--- config.mk ---
export PLATFORM = sky130hd
export DESIGN_NAME = pll_control_registers_unit
export DESIGN_NICKNAME = d
export VERILOG_FILES = /design/src/hdl/pllcr_pkg.sv /design/src/hdl/pllcr_front.sv /design/src/hdl/pllcr_cmd_queue.sv /design/src/hdl/pllcr_back.sv /design/src/hdl/pll_control_registers_unit.sv
export SDC_FILE = /design/constraint.sdc
export NUM_CORES = 1
export LEC_CHECK = 0
export ABC_CLOCK_PERIOD_IN_PS = 5050
export BUFFER_PORTS_ARGS = -buffer_cell sky130_fd_sc_hd__clkbuf_2
export CAP_MARGIN = 30
export CORE_MARGIN = 2
export CORE_UTILIZATION = 56
export DETAILED_ROUTE_END_ITERATION = 16
export PLACE_DENSITY = 0.78
export RECOVER_POWER = 50
export SETUP_SLACK_MARGIN = 0.5
export SLEW_MARGIN = 15
export SYNTH_ARGS = -nofsm -noshare
export SYNTH_HDL_FRONTEND = slang
export SYNTH_HIERARCHICAL = 1
export SYNTH_SLANG_ARGS = --single-unit
--- constraint.sdc ---
create_clock -name clock -period 5.05 [get_ports clock]
set_clock_uncertainty 0.1 [all_clocks]
set_input_delay 0.505 -clock clock [delete_from_list [all_inputs] [get_ports clock]]
set_output_delay 0.505 -clock clock [all_outputs]
set_load 0.1 [all_outputs]
--- src/hdl/pllcr_pkg.sv ---
`default_nettype none
package pllcr_pkg;

   // Reference clock in hertz
   localparam int unsigned REF_FREQ_HZ = 12000000;
   localparam int REF_W = $clog2(REF_FREQ_HZ + 1);

   localparam int FB_W = 12;
   localparam int REFDIV_W = 6;
   localparam int PD_W = 3;
   localparam int PDP_W = 2 * PD_W;
   localparam int DEN_W = REFDIV_W + PDP_W;
   localparam int NUM_W = REF_W + FB_W;
   localparam int CNT_W = $clog2(NUM_W);

   localparam int QUEUE_DEPTH = 2;
   localparam int QPTR_W = $clog2(QUEUE_DEPTH);
   localparam int QCNT_W = $clog2(QUEUE_DEPTH + 1);

   // Register offsets
   localparam logic [11:0] OFF_CS = 12'h000;
   localparam logic [11:0] OFF_PWR = 12'h004;
   localparam logic [11:0] OFF_FBDIV = 12'h008;
   localparam logic [11:0] OFF_PRIM = 12'h00C;

   // Register select codes
   localparam logic [2:0] SEL_CS = 3'd0;
   localparam logic [2:0] SEL_PWR = 3'd1;
   localparam logic [2:0] SEL_FBDIV = 3'd2;
   localparam logic [2:0] SEL_PRIM = 3'd3;
   localparam logic [2:0] SEL_NONE = 3'd4;

   // Atomic alias codes
   localparam logic [1:0] AOP_PLAIN = 2'd0;
   localparam logic [1:0] AOP_XOR = 2'd1;
   localparam logic [1:0] AOP_SET = 2'd2;
   localparam logic [1:0] AOP_CLR = 2'd3;

   localparam logic [8:0] CS_WMASK = 9'h13F;
   localparam logic [5:0] PWR_WMASK = 6'h2D;
   localparam logic [11:0] FBDIV_WMASK = 12'hFFF;
   localparam logic [18:0] PRIM_WMASK = 19'h77000;

   localparam logic [8:0] CS_RESET = 9'h001;
   localparam logic [5:0] PWR_RESET = 6'h2D;
   localparam logic [11:0] FBDIV_RESET = 12'h000;
   localparam logic [18:0] PRIM_RESET = 19'h77000;

   typedef struct packed {
      logic        req_type;
      logic [13:0] bus_address;
      logic [31:0] write_data;
   } pllcr_req_type;

   typedef struct packed {
      logic [31:0] read_data;
      logic [31:0] out_freq_hz;
   } pllcr_rsp_type;

   typedef struct packed {
      logic        is_write;
      logic [2:0]  sel;
      logic [1:0]  aop;
      logic [31:0] data;
   } pllcr_cmd_type;

   typedef struct packed {
      logic busy;
      logic rsp_load;
   } pllcr_back_status_type;

endpackage
`default_nettype wire

--- src/hdl/pllcr_front.sv ---
`default_nettype none
module pllcr_front (
   input  wire                      req_push,
   input  pllcr_pkg::pllcr_req_type req_data,
   input  wire                      q_full,
   output logic                     req_full,
   output logic                     q_push,
   output pllcr_pkg::pllcr_cmd_type q_cmd
);
   import pllcr_pkg::*;

   logic [11:0] offset;

   assign offset = req_data.bus_address[11:0];
   assign req_full = q_full;
   assign q_push = req_push && !q_full;

   // Decode the offset; the alias bits matter only to writes
   always_comb begin
      q_cmd.is_write = req_data.req_type;
      q_cmd.aop = req_data.bus_address[13:12];
      q_cmd.data = req_data.write_data;
      case (offset)
         OFF_CS: q_cmd.sel = SEL_CS;
         OFF_PWR: q_cmd.sel = SEL_PWR;
         OFF_FBDIV: q_cmd.sel = SEL_FBDIV;
         OFF_PRIM: q_cmd.sel = SEL_PRIM;
         default: q_cmd.sel = SEL_NONE;
      endcase
   end

endmodule
`default_nettype wire

--- src/hdl/pllcr_cmd_queue.sv ---
`default_nettype none
module pllcr_cmd_queue (
   input  wire                      clock,
   input  wire                      reset,
   input  wire                      push,
   input  pllcr_pkg::pllcr_cmd_type push_cmd,
   input  wire                      pop,
   output logic                     full,
   output logic                     empty,
   output pllcr_pkg::pllcr_cmd_type head
);
   import pllcr_pkg::*;

   pllcr_cmd_type entry_ff [QUEUE_DEPTH];
   logic [QPTR_W-1:0] wr_ff, wr_in;
   logic [QPTR_W-1:0] rd_ff, rd_in;
   logic [QCNT_W-1:0] count_ff, count_in;
   logic do_push, do_pop;

   assign full = (count_ff == QCNT_W'(QUEUE_DEPTH));
   assign empty = (count_ff == '0);
   assign head = entry_ff[rd_ff];
   assign do_push = push && !full;
   assign do_pop = pop && !empty;

   always_comb begin
      wr_in = do_push ? wr_ff + 1'b1 : wr_ff;
      rd_in = do_pop ? rd_ff + 1'b1 : rd_ff;
      count_in = count_ff;
      if (do_push && !do_pop) begin
         count_in = count_ff + 1'b1;
      end else if (do_pop && !do_push) begin
         count_in = count_ff - 1'b1;
      end
   end

   always_ff @(posedge clock) begin
      if (reset) begin
         wr_ff <= '0;
         rd_ff <= '0;
         count_ff <= '0;
      end else begin
         wr_ff <= wr_in;
         rd_ff <= rd_in;
         count_ff <= count_in;
      end
   end

   always_ff @(posedge clock) begin
      if (do_push) begin
         entry_ff[wr_ff] <= push_cmd;
      end
   end

endmodule
`default_nettype wire

--- src/hdl/pllcr_back.sv ---
`default_nettype none
module pllcr_back (
   input  wire                              clock,
   input  wire                              reset,
   input  pllcr_pkg::pllcr_cmd_type         cmd,
   input  wire                              cmd_empty,
   output logic                             cmd_pop,
   input  wire  [31:0]                      fallback_freq,
   input  wire                              rsp_pop,
   output logic                             rsp_empty,
   output pllcr_pkg::pllcr_rsp_type         rsp_data,
   output pllcr_pkg::pllcr_back_status_type status
);
   import pllcr_pkg::*;

   localparam logic [2:0] S_IDLE = 3'd0;
   localparam logic [2:0] S_MUL = 3'd1;
   localparam logic [2:0] S_DEN = 3'd2;
   localparam logic [2:0] S_DIV = 3'd3;
   localparam logic [2:0] S_DONE = 3'd4;

   logic [2:0] state_ff, state_in;
   logic [8:0] cs_ff, cs_in;
   logic [5:0] pwr_ff, pwr_in;
   logic [11:0] fb_ff, fb_in;
   logic [18:0] prim_ff, prim_in;
   logic [31:0] rd_ff, rd_in;
   logic [NUM_W-1:0] num_ff, num_in;
   logic [DEN_W-1:0] den_ff, den_in;
   logic [DEN_W-1:0] rem_ff, rem_in;
   logic [PDP_W-1:0] pdp_ff, pdp_in;
   logic [CNT_W-1:0] cnt_ff, cnt_in;
   logic rsp_valid_ff, rsp_valid_in;
   pllcr_rsp_type rsp_ff, rsp_in;

   logic [31:0] old_val, new_val;
   logic locked;
   logic [REFDIV_W-1:0] refdiv_eff;
   logic [PD_W-1:0] pd1, pd2;
   logic [DEN_W:0] trial;
   logic ge;
   logic [63:0] quot_ext;
   logic [31:0] freq_sat;
   logic slot_free;

   function automatic logic [31:0] apply_aop(input logic [31:0] old,
                                             input logic [31:0] val,
                                             input logic [1:0] aop);
      logic [31:0] res;
      case (aop)
         AOP_XOR: res = old ^ val;
         AOP_SET: res = old | val;
         AOP_CLR: res = old & ~val;
         default: res = val;
      endcase
      return res;
   endfunction

   assign locked = (pwr_ff[0] == 1'b0) && (pwr_ff[5] == 1'b0);
   assign refdiv_eff = (cs_ff[5:0] == '0) ? REFDIV_W'(1) : cs_ff[5:0];
   assign pd1 = prim_ff[18:16];
   assign pd2 = prim_ff[14:12];
   assign trial = {rem_ff, num_ff[NUM_W-1]};
   assign ge = (trial >= {1'b0, den_ff});
   assign quot_ext = 64'(num_ff);
   assign freq_sat = (|quot_ext[63:32]) ? 32'hFFFF_FFFF : quot_ext[31:0];
   assign slot_free = !rsp_valid_ff || rsp_pop;

   assign cmd_pop = (state_ff == S_IDLE) && !cmd_empty;
   assign rsp_empty = !rsp_valid_ff;
   assign rsp_data = rsp_ff;
   assign status.busy = (state_ff != S_IDLE);
   assign status.rsp_load = (state_ff == S_DONE) && slot_free;

   // Register file: old value for the selected register, alias applied
   always_comb begin
      case (cmd.sel)
         SEL_CS: old_val = 32'(cs_ff);
         SEL_PWR: old_val = 32'(pwr_ff);
         SEL_FBDIV: old_val = 32'(fb_ff);
         SEL_PRIM: old_val = 32'(prim_ff);
         default: old_val = '0;
      endcase
      new_val = apply_aop(old_val, cmd.data, cmd.aop);
   end

   always_comb begin
      state_in = state_ff;
      cs_in = cs_ff;
      pwr_in = pwr_ff;
      fb_in = fb_ff;
      prim_in = prim_ff;
      rd_in = rd_ff;
      num_in = num_ff;
      den_in = den_ff;
      rem_in = rem_ff;
      pdp_in = pdp_ff;
      cnt_in = cnt_ff;
      rsp_valid_in = rsp_valid_ff && !rsp_pop;
      rsp_in = rsp_ff;

      case (state_ff)
         S_IDLE: begin
            if (!cmd_empty) begin
               rd_in = '0;
               if (cmd.is_write) begin
                  case (cmd.sel)
                     SEL_CS: cs_in = new_val[8:0] & CS_WMASK;
                     SEL_PWR: pwr_in = new_val[5:0] & PWR_WMASK;
                     SEL_FBDIV: fb_in = new_val[11:0] & FBDIV_WMASK;
                     SEL_PRIM: prim_in = new_val[18:0] & PRIM_WMASK;
                     default: ;
                  endcase
               end else begin
                  case (cmd.sel)
                     SEL_CS: rd_in = {locked, 22'd0, cs_ff & CS_WMASK};
                     default: rd_in = old_val;
                  endcase
               end
               state_in = S_MUL;
            end
         end
         S_MUL: begin
            rem_in = '0;
            cnt_in = CNT_W'(NUM_W - 1);
            if (!locked || pwr_ff[3]) begin
               num_in = '0;
               state_in = S_DONE;
            end else if (cs_ff[8]) begin
               num_in = NUM_W'(REF_FREQ_HZ);
               den_in = DEN_W'(refdiv_eff);
               state_in = S_DIV;
            end else if (fb_ff == '0 || pd1 == '0 || pd2 == '0) begin
               num_in = NUM_W'(fallback_freq);
               state_in = S_DONE;
            end else begin
               num_in = NUM_W'(REF_FREQ_HZ) * NUM_W'(fb_ff);
               pdp_in = PDP_W'(pd1) * PDP_W'(pd2);
               state_in = S_DEN;
            end
         end
         S_DEN: begin
            den_in = DEN_W'(refdiv_eff) * DEN_W'(pdp_ff);
            state_in = S_DIV;
         end
         S_DIV: begin
            // One restoring step per cycle, quotient shifts into num
            rem_in = ge ? DEN_W'(trial - {1'b0, den_ff}) : trial[DEN_W-1:0];
            num_in = {num_ff[NUM_W-2:0], ge};
            cnt_in = cnt_ff - 1'b1;
            if (cnt_ff == '0) begin
               state_in = S_DONE;
            end
         end
         S_DONE: begin
            if (slot_free) begin
               rsp_valid_in = 1'b1;
               rsp_in.read_data = rd_ff;
               rsp_in.out_freq_hz = freq_sat;
               state_in = S_IDLE;
            end
         end
         default: state_in = S_IDLE;
      endcase
   end

   always_ff @(posedge clock) begin
      if (reset) begin
         state_ff <= S_IDLE;
         cs_ff <= CS_RESET;
         pwr_ff <= PWR_RESET;
         fb_ff <= FBDIV_RESET;
         prim_ff <= PRIM_RESET;
         rsp_valid_ff <= 1'b0;
      end else begin
         state_ff <= state_in;
         cs_ff <= cs_in;
         pwr_ff <= pwr_in;
         fb_ff <= fb_in;
         prim_ff <= prim_in;
         rsp_valid_ff <= rsp_valid_in;
      end
   end

   always_ff @(posedge clock) begin
      rd_ff <= rd_in;
      num_ff <= num_in;
      den_ff <= den_in;
      rem_ff <= rem_in;
      pdp_ff <= pdp_in;
      cnt_ff <= cnt_in;
      rsp_ff <= rsp_in;
   end

endmodule
`default_nettype wire

--- src/hdl/pll_control_registers_unit.sv ---
// PLL control register unit.
// Requests arrive on a queue-style port: a request (read or write, 14-bit
// bus address, 32-bit write data) is taken at a clock edge where req_push is
// high and req_full is low. Each request gives exactly one response, in
// order: rsp_empty low means the oldest response is on rsp_data, and it is
// taken at an edge where rsp_pop is high. The response carries the read data
// (zero for writes and unknown offsets) and the PLL output frequency after
// the access.
// The fallback frequency register is written over the csr_ port, which is
// always ready; write it only while no request is in flight.
// A request steps through the idle, multiply, denominator, divide and done
// states; bypass skips the denominator state, and a zero or fallback result
// goes from multiply to done. A 36-step restoring divider, one quotient bit
// per cycle, does the divide. One request is worked at a time.
// A two-entry request queue sits ahead of the register/divider engine, so
// two further requests are taken while one is being worked on.
// A stalled receiver holds the response; the engine then finishes its next
// request and waits, and the queue fills and raises req_full.
// Synchronous reset empties the queue and the response slot and restores the
// defaults: refdiv one, all power-down bits set, post dividers seven, fallback zero.
`default_nettype none
module pll_control_registers_unit (
   input  wire                      clock,
   input  wire                      reset,
   input  wire                      req_push,
   output logic                     req_full,
   input  pllcr_pkg::pllcr_req_type req_data,
   output logic                     rsp_empty,
   input  wire                      rsp_pop,
   output pllcr_pkg::pllcr_rsp_type rsp_data,
   input  wire                      csr_valid,
   output logic                     csr_ready,
   input  wire  [31:0]              csr_data
);
   import pllcr_pkg::*;

   logic q_push;
   logic q_full;
   logic q_empty;
   logic cmd_pop;
   pllcr_cmd_type q_cmd;
   pllcr_cmd_type head_cmd;
   pllcr_back_status_type back_status;
   logic [31:0] fallback_ff;

   // Fallback frequency register: take every write, no wait states
   assign csr_ready = 1'b1;

   always_ff @(posedge clock) begin
      if (reset) begin
         fallback_ff <= '0;
      end else if (csr_valid && csr_ready) begin
         fallback_ff <= csr_data;
      end
   end

   // Front: decode offset and alias into a command
   pllcr_front u_front (
      .req_push (req_push),
      .req_data (req_data),
      .q_full   (q_full),
      .req_full (req_full),
      .q_push   (q_push),
      .q_cmd    (q_cmd)
   );

   // Decouple the decoder from the engine
   pllcr_cmd_queue u_queue (
      .clock    (clock),
      .reset    (reset),
      .push     (q_push),
      .push_cmd (q_cmd),
      .pop      (cmd_pop),
      .full     (q_full),
      .empty    (q_empty),
      .head     (head_cmd)
   );

   // Back: update registers, then work out the output frequency
   pllcr_back u_back (
      .clock         (clock),
      .reset         (reset),
      .cmd           (head_cmd),
      .cmd_empty     (q_empty),
      .cmd_pop       (cmd_pop),
      .fallback_freq (fallback_ff),
      .rsp_pop       (rsp_pop),
      .rsp_empty     (rsp_empty),
      .rsp_data      (rsp_data),
      .status        (back_status)
   );

   // Never start a command from an empty queue
   assert property (@(posedge clock) disable iff (reset)
      cmd_pop |-> !q_empty)
      else $error("command taken from empty queue");

   // Never overwrite a response that is still waiting
   assert property (@(posedge clock) disable iff (reset)
      back_status.rsp_load |-> (rsp_empty || rsp_pop))
      else $error("pending response overwritten");

   // An accepted request leaves the queue non-empty or the engine busy
   assert property (@(posedge clock) disable iff (reset)
      (req_push && !req_full) |=> (!q_empty || back_status.busy))
      else $error("accepted request lost");

   // The engine starts only from idle
   assert property (@(posedge clock) disable iff (reset)
      cmd_pop |-> !back_status.busy)
      else $error("command started while busy");

endmodule
`default_nettype wire
======== Word-level counts from Yosys, hierarchy flattened ========
Memories as Yosys holds them, arrays and structs flattened. A register that Yosys moved wholly into a read port is not among the register bits.
Cells that the tools add are included.
word-level totals
  memories ................................ 1
  bits in writable memories ............... 76
  bits of input ports ..................... 84
  output and inout port bits .............. 67
  latch bits .............................. 0
  word-level logic and storage cells ...... 131
  memory bits (read-only) ................. 0
  bits in registers ....................... 237
cells by class
  reductions and logical operators ........ 42
  muxes and demuxes ....................... 30
  divide/modulo/power cells ............... 0
  equal/unequal tests ..................... 19
  bitwise logic cells ..................... 10
  $add $sub $neg .......................... 6
  $lt $le $gt $ge ......................... 1
  shift operators ......................... 0
  multiply operators ...................... 3
memory list
  memory            words  bits a word  read ports  clocked after Yosys merged registers in  write ports  RTL line               source
  u_queue.entry_ff  2      38           1           1                                        1            pllcr_cmd_queue.sv:14  pllcr_cmd_type entry_ff [QUEUE_DEPTH];
operators with widths
  cell                    number
  $mux 36                 3
  $pmux 19 s4             1
  $pmux 36 s2             1
  $pmux 19 s3             1
  $pmux 12 s2             2
  $mux 12                 3
  $mux 32                 1
  $mul 16x12->28 const A  1
  $eq 12x4->1 const B     2
  $logic_not 12->1        2
  $reduce_and 4->1        5
  $and 19x19->19          1
  $not 19->19             1
  $or 19x19->19           1
  $xor 19x19->19          1
  $mux 3                  6
  $pmux 3 s5              1
  $ge 13x12->1            1
  $eq 12x3->1 const B     1
  $eq 3x2->1 const B      4
  $logic_not 3->1         4
  $logic_not 6->1         2
  $mul 6x6->12            1
  $pmux 3 s4              1
  26 further kinds        64

======== Logic depth before layout (Yosys ltp) ========
Gate-level depths: netlist (run 1).
  word-level depth ........................ 8
  gate-level depth with buffers ........... 21
  gate-level depth less buffers ........... 19

======== Modules after synthesis ========
The synthesis (run 1) kept the hierarchy.
modules (own cells, without submodules)
  module                      sequential area each (um2)  instances  area an instance (um2)  cells each
  pllcr_back                  4924.7                      1          14051.0                 1410
  pllcr_cmd_queue             2382.3                      1          2955.3                  143
  pll_control_registers_unit  640.6                       1          1174.9                  105
  pllcr_front                 0.0                         1          327.8                   45

======== Worst setup path after synthesis (run 1) ========
No wires, ideal clock.
  path kind ............................... flip-flop to flip-flop
  from .................................... register u_back.fb_ff[10]
  to ...................................... register u_back.num_ff[35], data pin
  path slack .............................. -128 ps
  library setup time ...................... 136 ps
  arrival ................................. 4941 ps
  cell stages (with the launch flop) ...... 19
  period minus slack after synthesis ...... 5178 ps
  buffers on the path ..................... 1
  required time ........................... 4814 ps
  cell sequence ........................... dfxtp_1 inv_1 ha_1 clkbuf_1 xor2_1 ha_1 fa_1 fa_1 inv_1 fa_1 inv_1 ha_1 o21ai_0 o21bai_1 a21oi_1 o211ai_1 a31oi_1 or4_1 nand3_1
between the ends
  longest elaborated chain between the ends .. 7
  elaborated cells on any way between the ends .. 8
RTL lines
  what                                                                    RTL line           source
  start, declared                                                         pllcr_back.sv:25   logic [11:0] fb_ff, fb_in;
  start signal, assigned                                                  pllcr_back.sv:179  fb_ff <= fb_in;
  parallel branches: the longest is 3 deep, another holds $mul 16x12->28  n/a
  $mux 36 *                                                               pllcr_back.sv:133  end else if (fb_ff == '0 || pd1 == '0 || pd2 == '0) begin
  $mux 36 *                                                               pllcr_back.sv:129  end else if (cs_ff[8]) begin
  $mux 36 *                                                               pllcr_back.sv:126  if (!locked || pwr_ff[3]) begin
  $pmux 36 s2 *                                                           pllcr_back.sv:102  case (state_ff)
  net u_back.num_in[35]                                                   pllcr_back.sv:28   logic [NUM_W-1:0] num_ff, num_in;
  end signal, assigned                                                    pllcr_back.sv:187  num_ff <= num_in;
  end, declared                                                           pllcr_back.sv:28
Mark *: on every way through the listed nets, which the timed path passes.
A chain may end at the register's enable or synchronous reset.

======== Worst setup path in the final report (run 1) ========
  from .................................... register u_back.fb_ff[3]
  to ...................................... register u_back.num_ff[31], data pin
Same word-level chain as after synthesis.

==> flow_metrics.py, run 1 <==
metrics = {
    "worst_setup_path": {
        "worstReg2RegStart": "u_back/fb_ff[3]",
        "critPathMaxFanout": 5,
        "critPathTopFamily": "adder cells",
        "crit_start": "u_back/fb_ff[3]",
        "startpoint_type": "flip-flop",
        "cp-endpoint": "u_back/num_ff[31]",
        "critPathBufInv": 4,
        "max_stage_delay_ns": 0.59,
        "reg2reg_to": "u_back/num_ff[31]",
        "worst-path-stages": 17,
        "required_ns": 5.21,
        "critPathKind": "flip-flop to flip-flop",
        "critical_path_arrival_ns": 4.90,
        "crit_top_cell": "fa_1",
        "end_kind": "flip-flop",
        "worst-r2r-cell-count": 17,
        "rrSetupSlack_ns": 0.31,
        "slowest_stage": "fa_1",
        "crit_chain": "ha_4, fa_1, inv_2, fa_1, inv_1, fa_1, inv_1, fa_1, inv_2, ha_4, a21o_1, a31oi_2, nor3_1, a211o_1, a31oi_4, xor2_1, o21ai_1",
    },
    "clock_tree": {
        "cts_tree": "yes",
        "clk_pin_slew_ns": 0.06,
        "ctsLongestPathBuffers": 3,
        "clockRootBuffer": "clkbuf_16",
        "clock_latency_ns": 0.55,
        "htreeDepth": 1,
        "cts_made_buffers": 28,
        "clkSinkCount": 260,
    },
    "timing": {
        "worst_slack_ns": 0.3091,
        "max_slew_margin_pct": -128.4,
        "period_minus_slack_ns": 4.741,
        "tns_ns": 0,
        "setup_viol": 0,
        "tightestPinTransition_ns": 3.426,
        "max_freq_mhz": 210.9,
        "final_max_slew_viol_count": 133,
        "grt_setup_unrepaired": "yes",
        "whs_ns": 0.05376,
        "final.period_utilization_pct": 93.88,
        "hold_violations": 0,
    },
    "place": {
        "place.gp.congestion": 0.8970,
        "dpl_worst_slack_ns": 0.05986,
        "dpl.hpwl_um": 26630,
        "port_buffers": 122,
        "placed_cell_area_um2": 18450,
    },
    "yosys": {
        "synth_warnings": 6,
        "syn_avg_cell_area_um2": 10.57,
        "synthCells": 1647,
        "syn-cell-area_um2": 17410,
    },
    "hold_path": {
        "hp-class": "input pin to flip-flop",
        "min_path_cells": 1,
    },
    "cells_and_area": {
        "drive_above_1_share_pct": 19.10,
        "final_area_um2": 20100,
        "area_growth_pct": 15.48,
        "diodes": 0,
        "final_common_cell": "inv_1",
        "nets": 2133,
        "mostFrequentLayoutCells": "220 x inv_1, 190 x edfxtp_1, 146 x nor2_1",
    },
    "global_routing": {
        "top_usage_layer": "met2",
        "gr-usage-met1_pct": 31.02,
        "use_met2_pct": 38.84,
        "grt_pass1_vias": 12297,
        "grt_max_degree": 71,
        "antenna_found_initial": 0,
        "groute.layer.met3.usage_pct": 2.587,
        "gr-usage-all-layers_pct": 22.78,
        "overflow": 0,
        "grt_pass1_wl_um": 61050,
    },
    "route": {
        "vias": 12155,
        "dr.pass1.iters": 5,
        "routedWlPerCell_um": 16.97,
        "antenna_left": 0,
        "vias_per_cell": 5.493,
        "drc": 0,
        "drt-total-wl_um": 37550,
        "drtIter0Drc": 827,
    },
    "power_and_ir_drop": {
        "leakage_nw": 8.906,
        "power-per-cell-area_nw_per_um2": 331.6,
        "peakVddDrop_mv": 0.5242,
        "power.total_w": 0.006665,
    },
    "die": {
        "start_util_pct": 56.90,
        "ios": 151,
        "dieArea_um2": 32510,
        "die-width_um": 180.3,
        "core_um2": 30590,
        "die_y_um": 180.3,
        "row_count": 64,
    },
    "job": {
        "maxCapViolations": 3,
    },
    "status": {
        "violations": "capacitance limit, slew limit",
        "status": "complete, but fails checks",
    },
}
how the worst min path moves through the flow:
stage,from,endpoint,slack [ns]
3_3_place_gp,u_back/rd_ff[3],u_back/rsp_data[35],0.31
2_1_floorplan,u_back/rd_ff[0],u_back/rsp_data[32],0.30
5_1_grt,req_data[18],u_queue/entry_ff[1][18],0.04
4_1_cts,req_data[2],u_queue/entry_ff[1][2],0.03
3_5_place_dp,u_back/rd_ff[11],u_back/rsp_data[43],0.31
6_report,req_data[2],u_queue/entry_ff[1][2],0.05
sequential cells by signal, summed over array words and instances, names as in the netlist, 2 cells and up, named ones only:
register and count:
u_queue/count_ff 2, u_back/rsp_data 51, u_back/num_ff 36, u_back/pwr_ff 4
u_back/cs_ff 7, u_back/rd_ff 19, fallback_ff 32, u_queue/entry_ff 48
u_back/pdp_ff 6, u_back/rem_ff 12, u_back/state_ff 3, u_back/cnt_ff 6
u_back/fb_ff 12, u_back/den_ff 12, u_back/prim_ff 6
power breakdown:
| group | switching, W | internal, W | total, W | leakage, nW |
|---|---|---|---|---|
| Combinational | 0.00127 | 0.000543 | 0.00182 | 6.18 |
| Sequential | 0.000156 | 0.00275 | 0.00290 | 2.29 |
| Clock | 0.000834 | 0.00111 | 0.00195 | 0.440 |
| Total | 0.00226 | 0.00440 | 0.00666 | 8.91 |
per-layer routing:
| metal | vias to the layer above | part of all wire (%) |
|---|---|---|
| met3 | 69 | 5.0 |
| met4 | 0 | 2.4 |
| met5 | - | 0 |
| met1 | 5887 | 45 |
| met2 | 352 | 48 |
| li1 | 5847 | - |
cell type report:
cell class | instances | area [um^2]
fillers | 2347 | 10490
multi-input cells | 1061 | 9429
flip-flops and latches | 260 | 7147
repair buffers | 206 | 1246
inverters | 238 | 908.4
clock buffers | 40 | 807.0
well taps | 396 | 495.5
clock inverters | 12 | 67.56
repair_timing:
item / in CTS / in global routing
pin swaps: 60 / 34
setup endpoints to repair: 15 / 19
gates resized for setup: 74 / 38
gates cloned: 0 / 0
hold buffers: 0 / 0
setup buffers: 38 / 8
stage by stage:
step,utilization [%],cells
6_report,65.71,2213
5_1_grt,65.71,2213
4_1_cts,65.11,2202
3_5_place_dp,60.31,2112
3_3_place_gp,60.20,2110
2_1_floorplan,-,1659
Power figures use the tool's default switching activity.
==> inputs of run 2 (changes only) <==
--- a/config.mk
+++ b/config.mk
@@ -7,11 +7,11 @@
 export LEC_CHECK = 0
 export ABC_CLOCK_PERIOD_IN_PS = 5050
 export BUFFER_PORTS_ARGS = -buffer_cell sky130_fd_sc_hd__clkbuf_2
-export CAP_MARGIN = 30
+export CAP_MARGIN = 20
 export CORE_MARGIN = 2
 export CORE_UTILIZATION = 56
 export DETAILED_ROUTE_END_ITERATION = 16
-export PLACE_DENSITY = 0.78
+export PLACE_DENSITY = 0.85
 export RECOVER_POWER = 50
 export SETUP_SLACK_MARGIN = 0.5
 export SLEW_MARGIN = 15
==> flow_metrics.py, run 2 (same netlist as run 1, synthesis figures left out) <==
metrics = {
    "status": {
        "status": "complete, but fails checks",
        "violations": "capacitance limit, slew limit",
    },
    "cells_and_area": {
        "diodes": 0,
        "nets": 2130,
        "area_growth_pct": 15.87,
        "drive_above_1_share_pct": 19.53,
        "largest_reg_flops": 51,
        "mostFrequentLayoutCells": "218 x inv_1, 190 x edfxtp_1, 144 x nor2_1",
        "final_area_um2": 20170,
        "final_common_cell": "inv_1",
    },
    "die": {
        "ios": 151,
        "start_util_pct": 56.90,
        "die_y_um": 180.3,
        "row_count": 64,
        "core_um2": 30590,
        "die-width_um": 180.3,
        "dieArea_um2": 32510,
    },
    "route": {
        "drt-total-wl_um": 38530,
        "vias_per_cell": 5.585,
        "drc": 0,
        "routedWlPerCell_um": 17.44,
        "dr.pass1.iters": 7,
        "vias": 12338,
        "drtIter0Drc": 982,
        "antenna_left": 0,
    },
    "global_routing": {
        "groute.layer.met3.usage_pct": 3.456,
        "grt_pass1_wl_um": 62200,
        "gr-usage-met1_pct": 29.92,
        "gr-usage-all-layers_pct": 23.17,
        "antenna_found_initial": 0,
        "grt_max_degree": 71,
        "grt_pass1_vias": 12564,
        "overflow": 0,
        "use_met2_pct": 40.11,
        "top_usage_layer": "met2",
    },
    "worst_setup_path": {
        "end_kind": "flip-flop",
        "worstReg2RegStart": "u_back/fb_ff[10]",
        "max_stage_delay_ns": 0.48,
        "rrSetupSlack_ns": 0.27,
        "critPathMaxFanout": 7,
        "critical_path_arrival_ns": 5.09,
        "crit_chain": "inv_4, ha_4, buf_6, xor2_1, ha_2, a21o_1, fa_2, fa_1, inv_1, fa_1, inv_2, ha_4, nand4_1, a21oi_2, a21oi_2, o211ai_1, buf_4, a31oi_4, or4_4, nand3_2",
        "required_ns": 5.35,
        "slowest_stage": "fa_1",
        "reg2reg_to": "u_back/num_ff[35]",
        "startpoint_type": "flip-flop",
        "worst-r2r-cell-count": 20,
        "critPathKind": "flip-flop to flip-flop",
    },
    "place": {
        "dpl.hpwl_um": 27690,
        "place.gp.congestion": 0.9046,
        "placed_cell_area_um2": 18470,
        "port_buffers": 122,
    },
    "clock_tree": {
        "clock_latency_ns": 0.54,
        "clockRootBuffer": "clkbuf_16",
        "cts_tree": "yes",
        "ctsLongestPathBuffers": 3,
        "htreeDepth": 1,
        "clkSinkCount": 260,
        "cts_made_buffers": 27,
        "clk_pin_slew_ns": 0.06,
        "hold_buffers": 0,
    },
    "timing": {
        "setup_viol": 0,
        "final_max_slew_viol_count": 132,
        "max_slew_margin_pct": -135.0,
        "final.period_utilization_pct": 94.70,
        "grt_setup_unrepaired": "yes",
        "max_freq_mhz": 209.1,
        "tns_ns": 0,
        "tightestPinTransition_ns": 3.525,
        "period_minus_slack_ns": 4.782,
        "hold_violations": 0,
    },
    "power_and_ir_drop": {
        "power-per-cell-area_nw_per_um2": 334.7,
        "leakage_nw": 8.876,
        "peakVddDrop_mv": 0.4051,
    },
    "hold_path": {
        "whs_endpoint": "u_queue/entry_ff[0][33]",
        "hp-start": "req_data[45]",
        "min_path_cells": 1,
        "hp-class": "input pin to flip-flop",
    },
    "job": {
        "maxCapViolations": 3,
    },
}
-- run 2: repair_timing --
item | CTS | global route
setup buffers | 31 | 8
pin swaps | 57 | 47
endpoints found under the setup margin | 15 | 19
gates resized for setup | 78 | 47
-- run 2: final cells by class --
type / instances / area (um^2)
fill: 2209 / 10420
sequential: 260 / 7149
timing repair buffer: 204 / 1219
inverter: 238 / 900.9
tap: 396 / 495.5
clock inverter: 15 / 201.4
clock buffer: 35 / 705.7
multi-input combinational: 1061 / 9497
-- run 2: metal layers --
metal / up-vias / wire (um)
met1: 5975 / 16350
met3: 95 / 2267
met4: 0 / 1229
met2: 425 / 18690
li1: 5843 / -
met5: - / 0
-- run 2: worst max path at each step --
stage	startpoint	end	slack, ns
after floorplan	u_back/fb_ff[10]	u_back/num_ff[35]	0.42
after global placement	u_back/fb_ff[4]	u_back/num_ff[33]	0.09
after detailed placement	u_back/fb_ff[4]	u_back/num_ff[33]	0.04
after CTS	u_back/fb_ff[5]	u_back/num_ff[31]	0.35
after global routing	u_back/fb_ff[10]	u_back/num_ff[23]	0.08
final	u_back/fb_ff[10]	u_back/num_ff[35]	0.27
-- run 2: worst max-delay path, delay by kind of cell (launching register included) --
| kind | cells | cell delay [ns] |
|---|---|---|
| buffers and inverters | 5 | 0.46 |
| AO/OA/AOI/OAI | 5 | 0.61 |
| AND/OR/NAND/NOR | 3 | 0.74 |
| flip-flops | 1 | 0.41 |
| XOR/XNOR | 1 | 0.16 |
| adder cells (fa/ha/maj) | 6 | 2.17 |
-- run 2: through the flow --
stage | worst slack (ns) | cells | power [W] | utilization (%) | hold WS, ns
4_1_cts | 0.3515 | 2199 | 0.006792 | 65.38 | 0.02817
3_5_place_dp | 0.04064 | 2118 | 0.004736 | 60.39 | 0.3057
2_1_floorplan | 0.4198 | 1659 | 0.004353 | - | 0.3003
6_report | 0.2678 | 2209 | 0.006750 | 65.93 | 0.04907
3_3_place_gp | 0.08873 | 2118 | 0.004644 | 60.39 | 0.3039
5_1_grt | 0.07801 | 2209 | 0.007028 | 65.93 | 0.03221
-- run 2: where the power goes --
part | internal, W | switching (W) | leakage (nW)
Combinational | 0.000518 | 0.00128 | 6.15
Sequential | 0.00275 | 0.000155 | 2.29
Clock | 0.00124 | 0.000807 | 0.439
